### config.mk
export PLATFORM = sky130hd
export DESIGN_NAME = lzss_ctrl
export DESIGN_NICKNAME = d
export VERILOG_FILES = /design/src/rtl/lzss_pkg.sv /design/src/rtl/lzss_ctrl.sv
export SDC_FILE = /design/constraint.sdc
export NUM_CORES = 1
export LEC_CHECK = 0
export ABC_AREA = 0
export BUFFER_PORTS_ARGS = -buffer_cell sky130_fd_sc_hd__buf_2
export CAP_MARGIN = 25
export CORE_UTILIZATION = 36
export CTS_BUF_LIST = sky130_fd_sc_hd__clkbuf_16
export CTS_CLUSTER_SIZE = 28
export DETAILED_ROUTE_END_ITERATION = 6
export PLACE_DENSITY_LB_ADDON = 0.08
export SLEW_MARGIN = 30
export SYNTH_ARGS = -nofsm -noshare
export SYNTH_HDL_FRONTEND = slang
export SYNTH_SLANG_ARGS = --single-unit
### constraint.sdc
create_clock -name clk_i -period 2 [get_ports clk_i]
set_input_delay 0.2 -clock clk_i [delete_from_list [all_inputs] [get_ports clk_i]]
set_output_delay 0.2 -clock clk_i [all_outputs]
set_load 0.01 [all_outputs]
### src/rtl/lzss_pkg.sv
`default_nettype none
package lzss_pkg;

  localparam int unsigned DICT_SIZE_DEF   = 8192;
  localparam int unsigned LENGTH_BITS_DEF = 4;
  localparam int unsigned BREAKEVEN       = 3;

  localparam logic [1:0] MODE_WRITE  = 2'd0;
  localparam logic [1:0] MODE_ROOT   = 2'd1;
  localparam logic [1:0] MODE_INSERT = 2'd2;
  localparam logic [1:0] MODE_DELETE = 2'd3;

  localparam int unsigned SW = 5;

  localparam logic [SW-1:0] ST_IDLE  = 5'd0;
  localparam logic [SW-1:0] ST_CLR   = 5'd1;
  localparam logic [SW-1:0] ST_DISP  = 5'd2;
  localparam logic [SW-1:0] ST_WRB   = 5'd3;
  localparam logic [SW-1:0] ST_ROOTA = 5'd4;
  localparam logic [SW-1:0] ST_ROOTB = 5'd5;
  localparam logic [SW-1:0] ST_INS0  = 5'd6;
  localparam logic [SW-1:0] ST_INS1  = 5'd7;
  localparam logic [SW-1:0] ST_CRD   = 5'd8;
  localparam logic [SW-1:0] ST_CCMP  = 5'd9;
  localparam logic [SW-1:0] ST_CEVAL = 5'd10;
  localparam logic [SW-1:0] ST_LNKA  = 5'd11;
  localparam logic [SW-1:0] ST_LNKB  = 5'd12;
  localparam logic [SW-1:0] ST_P0    = 5'd13;
  localparam logic [SW-1:0] ST_P1    = 5'd14;
  localparam logic [SW-1:0] ST_P2    = 5'd15;
  localparam logic [SW-1:0] ST_P3    = 5'd16;
  localparam logic [SW-1:0] ST_P4    = 5'd17;
  localparam logic [SW-1:0] ST_P5    = 5'd18;
  localparam logic [SW-1:0] ST_P6    = 5'd19;
  localparam logic [SW-1:0] ST_P7    = 5'd20;
  localparam logic [SW-1:0] ST_DEL0  = 5'd21;
  localparam logic [SW-1:0] ST_DEL1  = 5'd22;
  localparam logic [SW-1:0] ST_S1    = 5'd23;
  localparam logic [SW-1:0] ST_S2    = 5'd24;
  localparam logic [SW-1:0] ST_S3    = 5'd25;
  localparam logic [SW-1:0] ST_Q0    = 5'd26;
  localparam logic [SW-1:0] ST_Q1    = 5'd27;
  localparam logic [SW-1:0] ST_DONE  = 5'd28;

  typedef struct packed {
    logic [SW-1:0] uop;
    logic          load;
  } cmd_t;

  typedef struct packed {
    logic [1:0] mode;
    logic       y_zero;
    logic       cmp_done;
    logic       full;
    logic       slot_zero;
    logic       cnt_end;
    logic       lp_zero;
    logic       ll_zero;
    logic       lr_zero;
    logic       sub;
    logic       pred_more;
    logic       out_busy;
  } status_t;

endpackage
`default_nettype wire

### src/rtl/lzss_ctrl.sv
`default_nettype none
module lzss_ctrl (
  input  wire logic             clk_i,
  input  wire logic             rst_ni,
  input  wire logic             s_tvalid_i,
  output logic                  s_tready_o,
  input  wire lzss_pkg::status_t st_i,
  output lzss_pkg::cmd_t        cmd_o
);

  logic [lzss_pkg::SW-1:0] state_q, state_d;

  assign s_tready_o = (state_q == lzss_pkg::ST_IDLE);
  assign cmd_o.uop  = state_q;
  assign cmd_o.load = s_tready_o && s_tvalid_i;

  always_comb begin
    state_d = state_q;
    case (state_q)
      lzss_pkg::ST_IDLE:  if (s_tvalid_i) state_d = lzss_pkg::ST_DISP;
      lzss_pkg::ST_CLR:   if (st_i.cnt_end) state_d = lzss_pkg::ST_IDLE;
      lzss_pkg::ST_DISP: begin
        case (st_i.mode)
          lzss_pkg::MODE_WRITE:  state_d = lzss_pkg::ST_WRB;
          lzss_pkg::MODE_ROOT:   state_d = lzss_pkg::ST_ROOTA;
          lzss_pkg::MODE_INSERT: state_d = st_i.y_zero ? lzss_pkg::ST_DONE : lzss_pkg::ST_INS0;
          default:               state_d = lzss_pkg::ST_DEL0;
        endcase
      end
      lzss_pkg::ST_WRB:   state_d = lzss_pkg::ST_DONE;
      lzss_pkg::ST_ROOTA: state_d = lzss_pkg::ST_ROOTB;
      lzss_pkg::ST_ROOTB: state_d = lzss_pkg::ST_DONE;
      lzss_pkg::ST_INS0:  state_d = lzss_pkg::ST_INS1;
      lzss_pkg::ST_INS1:  state_d = lzss_pkg::ST_CRD;
      lzss_pkg::ST_CRD:   state_d = lzss_pkg::ST_CCMP;
      lzss_pkg::ST_CCMP:  if (st_i.cmp_done) state_d = lzss_pkg::ST_CEVAL;
      lzss_pkg::ST_CEVAL: begin
        if (st_i.full) state_d = lzss_pkg::ST_P0;
        else if (st_i.slot_zero) state_d = lzss_pkg::ST_LNKA;
        else if (st_i.cnt_end) state_d = lzss_pkg::ST_DONE;
        else state_d = lzss_pkg::ST_CRD;
      end
      lzss_pkg::ST_LNKA:  state_d = lzss_pkg::ST_LNKB;
      lzss_pkg::ST_LNKB:  state_d = lzss_pkg::ST_DONE;
      lzss_pkg::ST_P0:    state_d = lzss_pkg::ST_P1;
      lzss_pkg::ST_P1:    state_d = lzss_pkg::ST_P2;
      lzss_pkg::ST_P2:    state_d = lzss_pkg::ST_P3;
      lzss_pkg::ST_P3:    state_d = lzss_pkg::ST_P4;
      lzss_pkg::ST_P4:    state_d = lzss_pkg::ST_P5;
      lzss_pkg::ST_P5:    state_d = lzss_pkg::ST_P6;
      lzss_pkg::ST_P6:    state_d = lzss_pkg::ST_P7;
      lzss_pkg::ST_P7:    state_d = lzss_pkg::ST_DONE;
      lzss_pkg::ST_DEL0:  state_d = lzss_pkg::ST_DEL1;
      lzss_pkg::ST_DEL1: begin
        if (st_i.lp_zero) state_d = st_i.sub ? lzss_pkg::ST_P0 : lzss_pkg::ST_DONE;
        else if (st_i.lr_zero || st_i.ll_zero) state_d = lzss_pkg::ST_S1;
        else state_d = st_i.sub ? lzss_pkg::ST_P0 : lzss_pkg::ST_Q0;
      end
      lzss_pkg::ST_S1:    state_d = lzss_pkg::ST_S2;
      lzss_pkg::ST_S2:    state_d = lzss_pkg::ST_S3;
      lzss_pkg::ST_S3:    state_d = st_i.sub ? lzss_pkg::ST_P0 : lzss_pkg::ST_DONE;
      lzss_pkg::ST_Q0:    state_d = lzss_pkg::ST_Q1;
      lzss_pkg::ST_Q1:    if (!st_i.pred_more) state_d = lzss_pkg::ST_DEL0;
      lzss_pkg::ST_DONE:  if (!st_i.out_busy) state_d = lzss_pkg::ST_IDLE;
      default:            state_d = lzss_pkg::ST_IDLE;
    endcase
  end

  always_ff @(posedge clk_i or negedge rst_ni) begin
    if (!rst_ni) begin
      state_q <= lzss_pkg::ST_CLR;
    end else begin
      state_q <= state_d;
    end
  end

endmodule
`default_nettype wire

==> out/metrics.yaml <==
outcome: "completed"
yosysMostFrequentCell: "nand2_1"
rsz0062_at_grt: "false"
grt_overflow: 0
path_clk_slew_ns: 0.03
tns_ns: 0
yosysUniqueCellTypes: 51
synth_commonest_cells: "nand2_1, nor2_1, clkbuf_1, inv_1"
cts_setup_buffers: 0
post_drt_via_cell_ratio: 5.99
die_area_um2: 2570
fin_nets: 161
max_freq_ghz: 0.564
async_reset_ff_share_pct: 100
ant_nets: 0
timing.final.crit_period_ns: 1.77
regMostFlops: "state_q"
crit_type: "reg -> reg"
end_kind: "flip-flop"
ys_ff_latch: 5
worstReg2RegStart: "state_q[1]"
cts_tree: "yes"
cts.sinks: 5
hold_viol: 0
core_um2: 2230
wl_um: 2500
final.setup_skew_ns: 0.00124
cpLargestDelayFamily: "simple AND/OR/NAND/NOR gates"
syn-num-nets: 138
drive_gt1_share_pct: 26.2
syn_area_um2: 853
diodes: 0
netlist_top_cells_area: "dfrtp_1, ha_1, nand2_1, nand2b_1, nor2_1"
drt-initial-drc-count: 42
ys.flop_type: "dfrtp_1"
fp-row-count: 17
via_count: 1012
largest_reg_flops: 5
yosys_warnings: 0
ctsRootBufferMaster: "clkbuf_16"
power.density_nw_per_um2: 1570
power_mw: 1.69
cpPeakStageDelay_ns: 0.60
place_congestion: 0.869
path_cells: "nand2b_1 > or4_1 > o311ai_1 > a32o_1"
setup_ws_ns: 0.228
leakage_nw: 0.467
numCtsBuffers: 3
grt_usage_pct: 21.3
hold_class: "in -> reg"
cp-start-kind: "flip-flop"
grt_max_degree: 23
ctsLongestPathBuffers: 2
r2r-end: "state_q[3]"
ir_drop_uv: 775
area_growth_pct: 26.4
min_period_over_period_pct: 88.6
grt_pass1_vias: 872
yosysSeqAreaShare_pct: 14.8
h-tree-depth: 1
drv_slew: 0
first_pass_iters: 4
synth_top_area_share_pct: 11.7
antenna_found_initial: 0
largestRegisters: "state_q x5"
endpoint: "state_q[3]"
cp-startpoint: "state_q[1]"
avgRoutedWirePerCell_um: 14.8
cp_max_fo: 14
place_ws_ns: 0.211
maxCapViolCount: 0
rr_worst_depth: 4
crit_required_ns: 2.17
cp.depth: 4
worst_slew_pin_slew_ns: 0.431
ios: 23
setup_viol: 0
crit_buf_inv: 0
syn_area_per_cell_um2: 7.17
start_util_pct: 38.2
slew_headroom_pct: 70.5
io_buffers: 22
cp.arrival_ns: 1.94
dp_hpwl_um: 1840
grt_pass1_wl_um: 4080
r2r_slack_ns: 0.23
die_h_um: 50.7
fp.dieW_um: 50.7
drc_errors: 0
slowest_stage: "dfrtp_1"
yosys.area.top_type: "dfrtp_1"
synth_enable_flop_cells: 0
netlist_instances: 119
insertion_delay_ns: 0.23
cell usage in the layout (no fill, tap or decap), types with 2 or more instances in the layout:
master      n
buf_2      22
nand2_1     9
inv_1       8
nor2_1      8
nor3_1      5
nand2b_1    5
o21ai_0     5
a21oi_1     5
buf_4       5
nor2b_1     4
dfrtp_1     4
a21o_1      3
a31oi_1     3
nand4_1     3
ha_1        3
clkbuf_16   3
and2_1      2
nand4b_1    2
and3_1      2
or2_2       2
o21bai_1    2
o32ai_1     2
a221o_1     2
o31ai_1     2
o2bb2ai_1   2
nand3_1     2
a32oi_1     2
area by class of cell:
type                            count  area (µm²)
Timing Repair Buffer               28         158
Inverter                            7        26.3
Tap cell                           28        35.0
Clock buffer                        3        75.1
Multi-Input combinational cell     97         654
Clock inverter                      1        3.75
Fill cell                         237        1150
Sequential cell                     5         126
through the flow:
step           hold WS (ns)  std cells  util [%]  instance area [µm²]
6_report              0.283        169      48.3                 1080
4_1_cts               0.281        169      48.3                 1080
3_5_place_dp         0.0180        164      44.3                  990
3_3_place_gp         0.0161        164      44.3                  990
2_1_floorplan       -0.0956        119         -                  853
5_1_grt               0.304        169      48.3                 1080
worst reg2reg max path, cell delays in order (launching register included):
cell and delay (ns):
dfrtp_1 0.60, nand2b_1 0.23, or4_1 0.53, o311ai_1 0.13, a32o_1 0.22
metal layers:
metal | GRT usage, % | share of wire, %
met1 | 29.4 | 47
met2 | 33.1 | 47
met3 | 3.64 | 5.1
met4 | 7.41 | 0.84
met5 | 0 | 0
power by group:
| part | switching (mW) | internal (mW) | leakage (nW) |
|---|---|---|---|
| registers | 0.0913 | 0.167 | 0.0580 |
| logic | 0.621 | 0.483 | 0.366 |
| clock network | 0.0706 | 0.259 | 0.0423 |
| total | 0.783 | 0.910 | 0.467 |
worst min path at each step:
stage / start / to / slack [ns] / cells after the start
floorplan: rst_ni / state_q[1] / -0.1 / 0
global placement: rst_ni / state_q[2] / 0.02 / 1
detailed placement: rst_ni / state_q[2] / 0.02 / 1
CTS: st_i[6] / state_q[4] / 0.28 / 3
global route: st_i[6] / state_q[4] / 0.30 / 3
finish: st_i[6] / state_q[4] / 0.28 / 3
kinds of logic (layout without fill, tap and decap cells):
logic type / count (synthesis) / after routing / synth area share (%)
AO/OA/AOI/OAI: 39 / 39 / 34.2
adder cells (fa/ha/maj): 4 / 4 / 5.57
XOR/XNOR: 1 / 1 / 1.03
flip-flops: 5 / 5 / 14.8
buffers and inverters: 17 / 39 / 8.50
AND/OR/NAND/NOR: 53 / 53 / 35.9
what timing repair did:
action                                  in CTS  in global routing
resized for setup                            0                  0
hold endpoints to repair                     5                  0
hold buffers                                 1                  0
endpoints found under the setup margin       0                  0
No activity file was read; power rests on OpenSTA's default activity.
